## config.mk

```make
export PLATFORM = sky130hd
export DESIGN_NAME = multi_slot_interval_timer_bank_unit
export DESIGN_NICKNAME = d
export VERILOG_FILES = /design/src/design/msitb_pkg.sv /design/src/design/msitb_ram.sv /design/src/design/msitb_ctrl.sv /design/src/design/msitb_dp.sv /design/src/design/multi_slot_interval_timer_bank_unit.sv
export SDC_FILE = /design/constraint.sdc
export NUM_CORES = 2
export LEC_CHECK = 0
export BUFFER_PORTS_ARGS = -buffer_cell sky130_fd_sc_hd__buf_2
export CORE_UTILIZATION = 45
export DETAILED_ROUTE_END_ITERATION = 10
export HOLD_SLACK_MARGIN = 0.08
export PLACE_DENSITY_LB_ADDON = 0.05
export SYNTH_ARGS = -nofsm -noshare
export SYNTH_HDL_FRONTEND = slang
export SYNTH_SLANG_ARGS = --single-unit
```

## constraint.sdc

```tcl
create_clock -name clk -period 6.7 [get_ports clk]
set_clock_uncertainty 0.1 [all_clocks]
set_input_delay 0.67 -clock clk [delete_from_list [all_inputs] [get_ports clk]]
set_output_delay 0.67 -clock clk [all_outputs]
set_load 0.02 [all_outputs]
```

## src/design/msitb_pkg.sv

```systemverilog
// shared types and constants for the interval timer bank
// no dependencies; used by the controller, datapath, top and checker
package msitb_pkg;

	localparam int NUM_SLOTS_DEF = 16;

	// beat widths on the stream ports
	localparam int IN_TDATA_W  = 72;
	localparam int IN_TUSER_W  = 3;
	localparam int OUT_TDATA_W = 8;
	localparam int OUT_TUSER_W = 2;
	localparam int SLOT_W      = 4;
	localparam int TIME_W      = 32;

	typedef enum logic [2:0] {
		K_TICK       = 3'd0,
		K_ALLOC      = 3'd1,
		K_RELEASE    = 3'd2,
		K_START      = 3'd3,
		K_STOP       = 3'd4,
		K_CLEAR      = 3'd5,
		K_SET_PERIOD = 3'd6,
		K_SET_REPEAT = 3'd7
	} kind_t;

	typedef enum logic [1:0] {
		EV_DONE    = 2'd0,
		EV_EXPIRED = 2'd1,
		EV_REFUSED = 2'd2
	} ev_t;

	// controller to datapath
	typedef struct packed {
		logic cap;          // take the input beat
		logic scan_start;   // tick: clear counter, read slot 0
		logic tick_step;    // tick: evaluate current slot, read next
		logic emit_close;   // closing result of a tick
		logic emit_refuse;  // allocate with the bank full
		logic alloc_start;  // allocate: clear counter
		logic alloc_skip;   // allocate: slot taken, move on
		logic alloc_claim;  // allocate: claim current slot
		logic op_apply;     // slot item: apply and answer
	} cmd_t;

	// datapath to controller
	typedef struct packed {
		kind_t kind;
		logic  full;
		logic  cur_free;
		logic  fire;
		logic  scan_last;
		logic  out_free;
	} stat_t;

endpackage

```

## src/design/msitb_ram.sv

```systemverilog
// generic single-write, single-read ram with registered read data
// no dependencies
module msitb_ram #(
	parameter int WIDTH = 32,
	parameter int DEPTH = 16,
	localparam int AW = (DEPTH > 1) ? $clog2(DEPTH) : 1
) (
	input  logic             clk,
	input  logic             we,
	input  logic [AW-1:0]    waddr,
	input  logic [WIDTH-1:0] wdata,
	input  logic             re,
	input  logic [AW-1:0]    raddr,
	output logic [WIDTH-1:0] rdata
);

	logic [WIDTH-1:0] mem [DEPTH];
	logic [WIDTH-1:0] rdata_q;

	// write port
	always_ff @(posedge clk) begin
		if (we) begin
			mem[waddr] <= wdata;
		end
	end

	// read port, holds its data while not enabled
	always_ff @(posedge clk) begin
		if (re) begin
			rdata_q <= mem[raddr];
		end
	end

	assign rdata = rdata_q;

endmodule

```

## src/design/msitb_ctrl.sv

```systemverilog
// sequencing state machine of the timer bank
// depends on msitb_pkg
module msitb_ctrl (
	input  logic                clk,
	input  logic                arst_n,
	input  logic                in_valid,
	output logic                in_ready,
	input  msitb_pkg::stat_t    stat,
	output msitb_pkg::cmd_t     cmd
);
	import msitb_pkg::*;

	typedef enum logic [4:0] {
		S_IDLE   = 5'b00001,
		S_DECODE = 5'b00010,
		S_TICK   = 5'b00100,
		S_CLOSE  = 5'b01000,
		S_ALLOC  = 5'b10000
	} state_t;

	state_t state_q, state_nxt;

	// next state and commands
	always_comb begin
		state_nxt = state_q;
		cmd       = '0;
		in_ready  = 1'b0;
		case (state_q)
			S_IDLE: begin
				in_ready = 1'b1;
				if (in_valid) begin
					cmd.cap   = 1'b1;
					state_nxt = S_DECODE;
				end
			end
			S_DECODE: begin
				case (stat.kind)
					K_TICK: begin
						cmd.scan_start = 1'b1;
						state_nxt      = S_TICK;
					end
					K_ALLOC: begin
						if (!stat.full) begin
							cmd.alloc_start = 1'b1;
							state_nxt       = S_ALLOC;
						end else if (stat.out_free) begin
							cmd.emit_refuse = 1'b1;
							state_nxt       = S_IDLE;
						end
					end
					default: begin
						if (stat.out_free) begin
							cmd.op_apply = 1'b1;
							state_nxt    = S_IDLE;
						end
					end
				endcase
			end
			S_TICK: begin
				// a firing slot waits for room in the output register
				if (!stat.fire || stat.out_free) begin
					cmd.tick_step = 1'b1;
					if (stat.scan_last) begin
						state_nxt = S_CLOSE;
					end
				end
			end
			S_CLOSE: begin
				if (stat.out_free) begin
					cmd.emit_close = 1'b1;
					state_nxt      = S_IDLE;
				end
			end
			S_ALLOC: begin
				if (!stat.cur_free) begin
					cmd.alloc_skip = 1'b1;
				end else if (stat.out_free) begin
					cmd.alloc_claim = 1'b1;
					state_nxt       = S_IDLE;
				end
			end
			default: begin
				state_nxt = S_IDLE;
			end
		endcase
	end

	// state register
	always_ff @(posedge clk or negedge arst_n) begin
		if (!arst_n) begin
			state_q <= S_IDLE;
		end else begin
			state_q <= state_nxt;
		end
	end

endmodule

```

## src/design/msitb_dp.sv

```systemverilog
// datapath of the timer bank: slot flags, period and elapsed memories,
// slot counter and output register; depends on msitb_pkg and msitb_ram
module msitb_dp #(
	parameter int NUM_SLOTS = msitb_pkg::NUM_SLOTS_DEF
) (
	input  logic                             clk,
	input  logic                             arst_n,
	input  msitb_pkg::cmd_t                  cmd,
	output msitb_pkg::stat_t                 stat,
	input  msitb_pkg::kind_t                 in_kind,
	input  logic [msitb_pkg::SLOT_W-1:0]     in_slot,
	input  logic [msitb_pkg::TIME_W-1:0]     in_interval_ms,
	input  logic                             in_repeat_flag,
	input  logic [msitb_pkg::TIME_W-1:0]     in_delta_ms,
	output logic                             out_valid,
	input  logic                             out_ready,
	output msitb_pkg::ev_t                   out_event_res,
	output logic [msitb_pkg::SLOT_W-1:0]     out_result_slot,
	output logic                             out_last
);
	import msitb_pkg::*;

	localparam int IW = (NUM_SLOTS > 1) ? $clog2(NUM_SLOTS) : 1;
	localparam int CW = $clog2(NUM_SLOTS + 1);
	localparam int XW = IW + SLOT_W;

	// captured item
	kind_t              kind_q;
	logic [SLOT_W-1:0]  slot_q;
	logic [TIME_W-1:0]  ival_q;
	logic               rep_q;
	logic [TIME_W-1:0]  delta_q;

	logic [NUM_SLOTS-1:0] used_q, running_q, periodic_q;
	logic [CW-1:0]        used_count_q;
	logic [IW-1:0]        cnt_q;

	logic               out_valid_q;
	ev_t                out_ev_q;
	logic [SLOT_W-1:0]  out_slot_q;
	logic               out_last_q;

	logic [XW-1:0]      slot_wide, cnt_wide;
	logic [IW-1:0]      slot_idx;
	logic               slot_ok, out_free, act, fire;
	logic [TIME_W:0]    sum;
	logic [TIME_W-1:0]  sat;
	logic [TIME_W-1:0]  el_rdata, per_rdata, el_wdata, per_wdata;
	logic [IW-1:0]      el_waddr, per_waddr, rd_addr;
	logic               el_we, per_we, rd_en;

	// capture of the accepted beat
	always_ff @(posedge clk) begin
		if (cmd.cap) begin
			kind_q  <= in_kind;
			slot_q  <= in_slot;
			ival_q  <= in_interval_ms;
			rep_q   <= in_repeat_flag;
			delta_q <= in_delta_ms;
		end
	end

	// addressed slot check
	assign slot_wide = XW'(slot_q);
	assign slot_idx  = slot_wide[IW-1:0];
	assign slot_ok   = (slot_wide < XW'(NUM_SLOTS)) && used_q[slot_idx];
	assign cnt_wide  = XW'(cnt_q);

	// saturating add and compare for the slot under the counter
	assign act  = used_q[cnt_q] && running_q[cnt_q];
	assign sum  = {1'b0, el_rdata} + {1'b0, delta_q};
	assign sat  = sum[TIME_W] ? '1 : sum[TIME_W-1:0];
	assign fire = act && (sat >= per_rdata);

	assign out_free = !out_valid_q || out_ready;

	// status to the controller
	always_comb begin
		stat.kind      = kind_q;
		stat.full      = used_count_q >= CW'(NUM_SLOTS);
		stat.cur_free  = !used_q[cnt_q];
		stat.fire      = fire;
		stat.scan_last = cnt_q == IW'(NUM_SLOTS - 1);
		stat.out_free  = out_free;
	end

	// slot counter shared by tick and allocate scans
	always_ff @(posedge clk or negedge arst_n) begin
		if (!arst_n) begin
			cnt_q <= '0;
		end else if (cmd.scan_start || cmd.alloc_start) begin
			cnt_q <= '0;
		end else if (cmd.tick_step || cmd.alloc_skip) begin
			cnt_q <= cnt_q + 1'b1;
		end
	end

	// memory reads run one slot ahead of the evaluation
	assign rd_en   = cmd.scan_start || cmd.tick_step;
	assign rd_addr = cmd.scan_start ? '0 : cnt_q + 1'b1;

	// elapsed memory write
	always_comb begin
		el_we    = 1'b0;
		el_waddr = cnt_q;
		el_wdata = '0;
		if (cmd.tick_step && act) begin
			el_we    = 1'b1;
			el_wdata = (fire && periodic_q[cnt_q]) ? '0 : sat;
		end
		if (cmd.alloc_claim) begin
			el_we = 1'b1;
		end
		if (cmd.op_apply && slot_ok && (kind_q == K_START || kind_q == K_CLEAR)) begin
			el_we    = 1'b1;
			el_waddr = slot_idx;
		end
	end

	// period memory write
	always_comb begin
		per_we    = 1'b0;
		per_waddr = cnt_q;
		per_wdata = ival_q;
		if (cmd.alloc_claim) begin
			per_we = 1'b1;
		end
		if (cmd.op_apply && slot_ok && kind_q == K_SET_PERIOD) begin
			per_we    = 1'b1;
			per_waddr = slot_idx;
		end
	end

	msitb_ram #(.WIDTH(TIME_W), .DEPTH(NUM_SLOTS)) u_elapsed (
		.clk   (clk),
		.we    (el_we),
		.waddr (el_waddr),
		.wdata (el_wdata),
		.re    (rd_en),
		.raddr (rd_addr),
		.rdata (el_rdata)
	);

	msitb_ram #(.WIDTH(TIME_W), .DEPTH(NUM_SLOTS)) u_period (
		.clk   (clk),
		.we    (per_we),
		.waddr (per_waddr),
		.wdata (per_wdata),
		.re    (rd_en),
		.raddr (rd_addr),
		.rdata (per_rdata)
	);

	// slot flags and fill count
	always_ff @(posedge clk or negedge arst_n) begin
		if (!arst_n) begin
			used_q       <= '0;
			running_q    <= '0;
			periodic_q   <= '0;
			used_count_q <= '0;
		end else begin
			if (cmd.tick_step && fire && !periodic_q[cnt_q]) begin
				running_q[cnt_q] <= 1'b0;
			end
			if (cmd.alloc_claim) begin
				used_q[cnt_q]     <= 1'b1;
				running_q[cnt_q]  <= 1'b0;
				periodic_q[cnt_q] <= rep_q;
				used_count_q      <= used_count_q + 1'b1;
			end
			if (cmd.op_apply && slot_ok) begin
				case (kind_q)
					K_RELEASE: begin
						used_q[slot_idx]    <= 1'b0;
						running_q[slot_idx] <= 1'b0;
						used_count_q        <= used_count_q - 1'b1;
					end
					K_START: begin
						running_q[slot_idx] <= 1'b1;
					end
					K_STOP: begin
						running_q[slot_idx] <= 1'b0;
					end
					K_SET_REPEAT: begin
						periodic_q[slot_idx] <= rep_q;
					end
					default: begin
					end
				endcase
			end
		end
	end

	// output register valid
	always_ff @(posedge clk or negedge arst_n) begin
		if (!arst_n) begin
			out_valid_q <= 1'b0;
		end else if ((cmd.tick_step && fire) || cmd.emit_close || cmd.emit_refuse
				|| cmd.op_apply || cmd.alloc_claim) begin
			out_valid_q <= 1'b1;
		end else if (out_ready) begin
			out_valid_q <= 1'b0;
		end
	end

	// output register payload
	always_ff @(posedge clk) begin
		if (cmd.tick_step && fire) begin
			out_ev_q   <= EV_EXPIRED;
			out_slot_q <= cnt_wide[SLOT_W-1:0];
			out_last_q <= 1'b0;
		end else if (cmd.emit_close) begin
			out_ev_q   <= EV_DONE;
			out_slot_q <= '0;
			out_last_q <= 1'b1;
		end else if (cmd.emit_refuse) begin
			out_ev_q   <= EV_REFUSED;
			out_slot_q <= '0;
			out_last_q <= 1'b1;
		end else if (cmd.op_apply) begin
			out_ev_q   <= slot_ok ? EV_DONE : EV_REFUSED;
			out_slot_q <= slot_q;
			out_last_q <= 1'b1;
		end else if (cmd.alloc_claim) begin
			out_ev_q   <= EV_DONE;
			out_slot_q <= cnt_wide[SLOT_W-1:0];
			out_last_q <= 1'b1;
		end
	end

	assign out_valid       = out_valid_q;
	assign out_event_res   = out_ev_q;
	assign out_result_slot = out_slot_q;
	assign out_last        = out_last_q;

endmodule

```

## src/design/multi_slot_interval_timer_bank_unit.sv

```systemverilog
// Bank of NUM_SLOTS interval timer slots driven by command beats on a stream
// input. A tick beat walks every slot once, one slot per clock unless a
// firing slot waits for room in the output register, adding delta_ms with
// saturation to each running slot in use and sending one expiry beat per
// slot that reaches its interval, then a closing beat with tlast set.
// Allocate claims the lowest free slot; the other commands act on one slot
// and answer with a single beat. The tick walk reads the period and elapsed
// memories; an allocate finds its slot by a free-slot scan. A result
// waiting in the output register does not stop the next beat being taken.
// No clearing pass after reset: slot memory contents are only used for
// slots in use, which an allocate writes first.
// Depends on msitb_pkg, msitb_ctrl, msitb_dp and msitb_ram.
module multi_slot_interval_timer_bank_unit #(
	parameter int NUM_SLOTS = msitb_pkg::NUM_SLOTS_DEF
) (
	input  logic                                  clk,
	input  logic                                  arst_n,
	input  logic                                  s_axis_tvalid,
	output logic                                  s_axis_tready,
	// slot[3:0], interval_ms[35:4], repeat_flag[36], delta_ms[68:37], zero fill
	input  logic [msitb_pkg::IN_TDATA_W-1:0]      s_axis_tdata,
	// kind[2:0]
	input  logic [msitb_pkg::IN_TUSER_W-1:0]      s_axis_tuser,
	output logic                                  m_axis_tvalid,
	input  logic                                  m_axis_tready,
	// result_slot[3:0], zero fill
	output logic [msitb_pkg::OUT_TDATA_W-1:0]     m_axis_tdata,
	// event_res[1:0]
	output logic [msitb_pkg::OUT_TUSER_W-1:0]     m_axis_tuser,
	output logic                                  m_axis_tlast
);
	import msitb_pkg::*;

	cmd_t               cmd;
	stat_t              stat;
	ev_t                out_ev;
	logic [SLOT_W-1:0]  out_slot;

	msitb_ctrl u_ctrl (
		.clk      (clk),
		.arst_n   (arst_n),
		.in_valid (s_axis_tvalid),
		.in_ready (s_axis_tready),
		.stat     (stat),
		.cmd      (cmd)
	);

	msitb_dp #(.NUM_SLOTS(NUM_SLOTS)) u_dp (
		.clk             (clk),
		.arst_n          (arst_n),
		.cmd             (cmd),
		.stat            (stat),
		.in_kind         (kind_t'(s_axis_tuser)),
		.in_slot         (s_axis_tdata[SLOT_W-1:0]),
		.in_interval_ms  (s_axis_tdata[SLOT_W +: TIME_W]),
		.in_repeat_flag  (s_axis_tdata[SLOT_W + TIME_W]),
		.in_delta_ms     (s_axis_tdata[SLOT_W + TIME_W + 1 +: TIME_W]),
		.out_valid       (m_axis_tvalid),
		.out_ready       (m_axis_tready),
		.out_event_res   (out_ev),
		.out_result_slot (out_slot),
		.out_last        (m_axis_tlast)
	);

	// output beat packing
	assign m_axis_tdata = OUT_TDATA_W'(out_slot);
	assign m_axis_tuser = out_ev;

endmodule

```

==> summary.md <==
| Metric | Value |
|---|---|
| RSZ-0062 raised after global routing | false |
| Starting Density | 0.453 |
| Core box area | 114000 um^2 |
| Number of synthesis warnings | 0 |
| WL final | 140000 um |
| Final Core Density | 0.518 |
| DR vias/cell | 5.88 |
| Vias in the first global route | 29800 |
| Crit path kind | reg -> reg |
| Failing checks | DRC |
| Number of synthesized flops with an enable pin | 1164 |
| Post-CTS Hold Buffers | 70 |
| Top cell type's share of synthesized area | 0.676 |
| Outcome | finished, violations left |
| Register area share after synthesis | 0.707 |
| Worst hold path class | in -> reg |
| Predominant post-synthesis flop cell | edfxtp_1 |
| Initial antenna violation count | 3 |
| Clock buffer depth | 3 |
| Total GRT Usage | 0.241 |
| H-tree levels | 4 |
| Ports | 92 |
| First-pass GRT wire length | 203000 um |
| Synth unique cells | 72 |
| Slowest-stage cell, CP | a21oi_4 |
| Post CTS Setup Buffer Count | 0 |
| Top post-synthesis cells by area | edfxtp_1 (68%), mux2i_1 (5.3%), mux4_2 (3.6%), dfrtp_1 (3.0%), nand2_1 (2.4%) |
| Max-slew violations | 0 |
| Worst-Margin Slew | 1.20 ns |
| DRC | 2 |
| Cell family with most CP delay | compound AO/OA/AOI/OAI gates |
| CP most frequent cell | buf_4 |
| Final setup viols | 0 |
| CTS Sinks | 1230 |
| Clk slew on worst S/H paths | 0.06 ns |
| Layout cell share with drive strength beyond 1 | 0.145 |
| Area growth, synth to finish | 14.3% |
| Post-cts resize count | 0 |
| Max-Cap Viols | 0 |
| Crit path buf inv count | 5 |
| Pre-Repair DR Iteration Count | 9 |
| Leakage power | 21.1 nW |
| Via count | 30200 |
| Final min period | 6.31 ns |
| Power per cell area | 326 nW/um^2 |
| Setup TNS | 0 ns |
| CP Data Arrival Time | 6.66 ns |
| Relative slew slack | 0.202 |
| Synth Register Bits | 1230 |
| Die width | 341 um |
| Pwr Total | 0.0193 W |
| Synthesized area per cell | 15.4 um^2 |
| Final Hold Viols | 0 |
| Crit path largest cell delay | 0.68 ns |
| CTS Buf Count | 134 |
| GRT overflow | 0 |
| Final GP Congestion | 0.850 |
| Initial detailed-routing violation count | 3024 |
| Largest net degree at the start of global routing | 189 |
| CTS tree | done |
| Clock latency on the worst-skew pair | 0.75 ns |
| Final period util | 0.942 |
| Crit path capture type | register |
| F_max | 0.158 GHz |
| Max VDD drop | 302 uV |
| Fill cells | 9382 |
| FFs w/ async S/R, synth | 0.0512 |
| Nets | 3667 |
| Critical path fanouts, max | 32 |
| FP Rows | 124 |
| Gate Count Post-Synth | 3350 |
| Startpoint type of the worst setup path | register |
| DIE AREA | 116000 um^2 |
| Mapped Area | 51700 um^2 |
| Die Span Y | 341 um |
| DP HPWL | 77100 um |
| Wire length per cell | 27.2 um |
| CP required | 7.05 ns |
| Cell accounting for the most synthesized area | edfxtp_1 |
| PortBufs | 84 |
| CTS Root Buffer Type | clkbuf_16 |
| CP Cell Sequence | ha_1 -> fa_1 -> a21oi_1 -> o211a_1 -> nor4_1 -> buf_4 -> o2111a_1 -> nor3_1 -> nor3_2 -> buf_4 -> or2_2 -> ha_1 -> nand4_1 -> nor3_1 -> buf_4 -> o211ai_1 -> o21ai_0 -> o21a_1 -> o21ai_0 -> a21oi_4 -> buf_4 -> nor2_4 -> buf_12 |
| Post-DRT Antenna Nets | 0 |
==> logic make-up (layout without fill, tap and decap cells) <==
| kind of cell | Yosys count | after routing | synth area share |
|---|---|---|---|
| AOI/OAI and AO/OA | 617 | 617 | 0.0816 |
| and+or+nand+nor | 738 | 738 | 0.0693 |
| buffers and inverters | 282 | 551 | 0.0253 |
| adders and majority gates | 71 | 71 | 0.0173 |
| muxes | 378 | 378 | 0.0937 |
| xor gates and xnor gates | 33 | 33 | 0.00559 |
| other | 1 | 7 | 0.0000725 |
| DFF | 1230 | 1230 | 0.707 |
==> per-stage QoR <==
| stage | cells | worst slack [ns] | hold WS, ns | cell area, um^2 |
|---|---|---|---|---|
| final | 5137 | 0.387 | 0.147 | 59100 |
| after global routing | 5134 | 0.0990 | 0.0846 | 59100 |
| after CTS | 5134 | 0.354 | 0.0868 | 59100 |
| after detailed placement | 4823 | 0.406 | 0.334 | 54300 |
| after global placement | 4823 | 0.463 | 0.332 | 54300 |
| after floorplan | 3353 | -0.291 | 0.274 | 51800 |
==> power breakdown <==
part | switching (W) | internal (W)
sequential | 0.000295 | 0.00876
clock | 0.00296 | 0.00390
combinational | 0.00217 | 0.00121
total | 0.00542 | 0.0139
==> worst paths after layout <==
path                                                   end  cells past startpoint  slack (ns)                   from
worst max-delay path            u_dp.u_elapsed.mem[13][19]                     23        0.39        u_dp.delta_q[0]
worst min-delay path                        u_dp.ival_q[0]                      1        0.15        s_axis_tdata[4]
worst max register to register  u_dp.u_elapsed.mem[13][19]                     23        0.39        u_dp.delta_q[0]
worst min register to register       u_dp.out_event_res[0]                      1        0.34  u_dp.out_event_res[0]
max in group asynchronous                    u_dp.cnt_q[0]                      3        5.28                 arst_n
min in group asynchronous                   u_dp.used_q[8]                      3        0.58                 arst_n
==> cell type report <==
type | instances | area [um^2] | share of cell area
Sequential cell | 1230 | 36600 | 0.619
Multi-Input combinational cell | 1841 | 14200 | 0.240
Clock buffer | 172 | 3620 | 0.0613
Timing Repair Buffer | 243 | 2140 | 0.0362
Tap cell | 1512 | 1890 | 0.0320
Clock inverter | 69 | 445 | 0.00753
Inverter | 67 | 254 | 0.00430
Antenna cell | 3 | 7.51 | 0.000127
==> per-layer routing <==
layer	vias to the layer above	wire [um]	part of all wire	GRT usage
met5	-	0	0	0
met4	0	3640	0.026	0.0780
met3	198	7200	0.051	0.0316
met2	1000	68400	0.49	0.397
met1	15600	60600	0.43	0.331
li1	13500	-	-	-
==> cells in the final DEF (no fill, tap or decap), types with 17 or more instances in the layout <==
master / Yosys / layout
o22ai_1: 19 / 19
buf_4: 17 / 61
nand3_1: 33 / 33
a211oi_1: 138 / 138
dfrtp_1: 62 / 61
mux4_2: 83 / 83
edfxtp_1: 1164 / 1164
a21oi_1: 62 / 59
mux2_2: 22 / 22
a22oi_1: 133 / 133
nor2_1: 87 / 59
ha_1: 70 / 70
buf_12: 0 / 28
nor2_4: 0 / 28
nor2b_1: 17 / 17
clkbuf_1: 117 / 31
o21ai_0: 44 / 44
inv_1: 67 / 66
nand2b_1: 19 / 19
buf_2: 59 / 84
clkinv_1: 0 / 33
mux2i_1: 273 / 273
nand2_1: 337 / 334
a31oi_1: 135 / 135
and3_1: 147 / 147
dlygate4sd3_1: 0 / 70
xnor2_1: 26 / 26
clkbuf_16: 0 / 139
and2_1: 30 / 29
==> cells in the mapped netlist, types with 4 or more instances <==
cell / number
clkbuf_1: 117
buf_6: 15
buf_1: 7
a21boi_0: 5
xor2_1: 7
nand4_1: 11
o22ai_1: 19
or2_2: 14
mux2i_1: 273
mux4_2: 83
nand2b_1: 19
and3_1: 147
buf_4: 17
a22oi_1: 133
a211oi_1: 138
nand2_1: 337
ha_1: 70
a21oi_1: 62
o211ai_1: 14
and2_1: 30
nand3_1: 33
o21a_1: 9
a21o_1: 15
mux2_2: 22
o21bai_1: 7
o221ai_1: 4
inv_1: 67
o31ai_1: 6
xnor2_1: 26
nor2_1: 87
a31oi_1: 135
edfxtp_1: 1164
buf_2: 59
nor3_1: 13
nor2b_1: 17
dfrtp_1: 62
nor4_1: 4
o21ai_0: 44
==> registers in the layout (all words and copies together), names as in the netlist, 2 cells and up <==
signal and flops:
u_dp.running_q 16, u_dp.u_elapsed.rdata 32, u_dp.u_period.mem 512, u_dp.periodic_q 16
u_dp.slot_idx 4, u_dp.delta_q 32, u_dp.ival_q 32, u_ctrl.state_q 5
u_dp.out_event_res 2, u_dp.u_period.rdata 32, u_dp.cnt_q 4, u_dp.out_result_slot 4
u_dp.kind_q 3, u_dp.used_count_q 5, u_dp.used_q 16, u_dp.u_elapsed.mem 512
No activity file was read; power rests on OpenSTA's default activity.
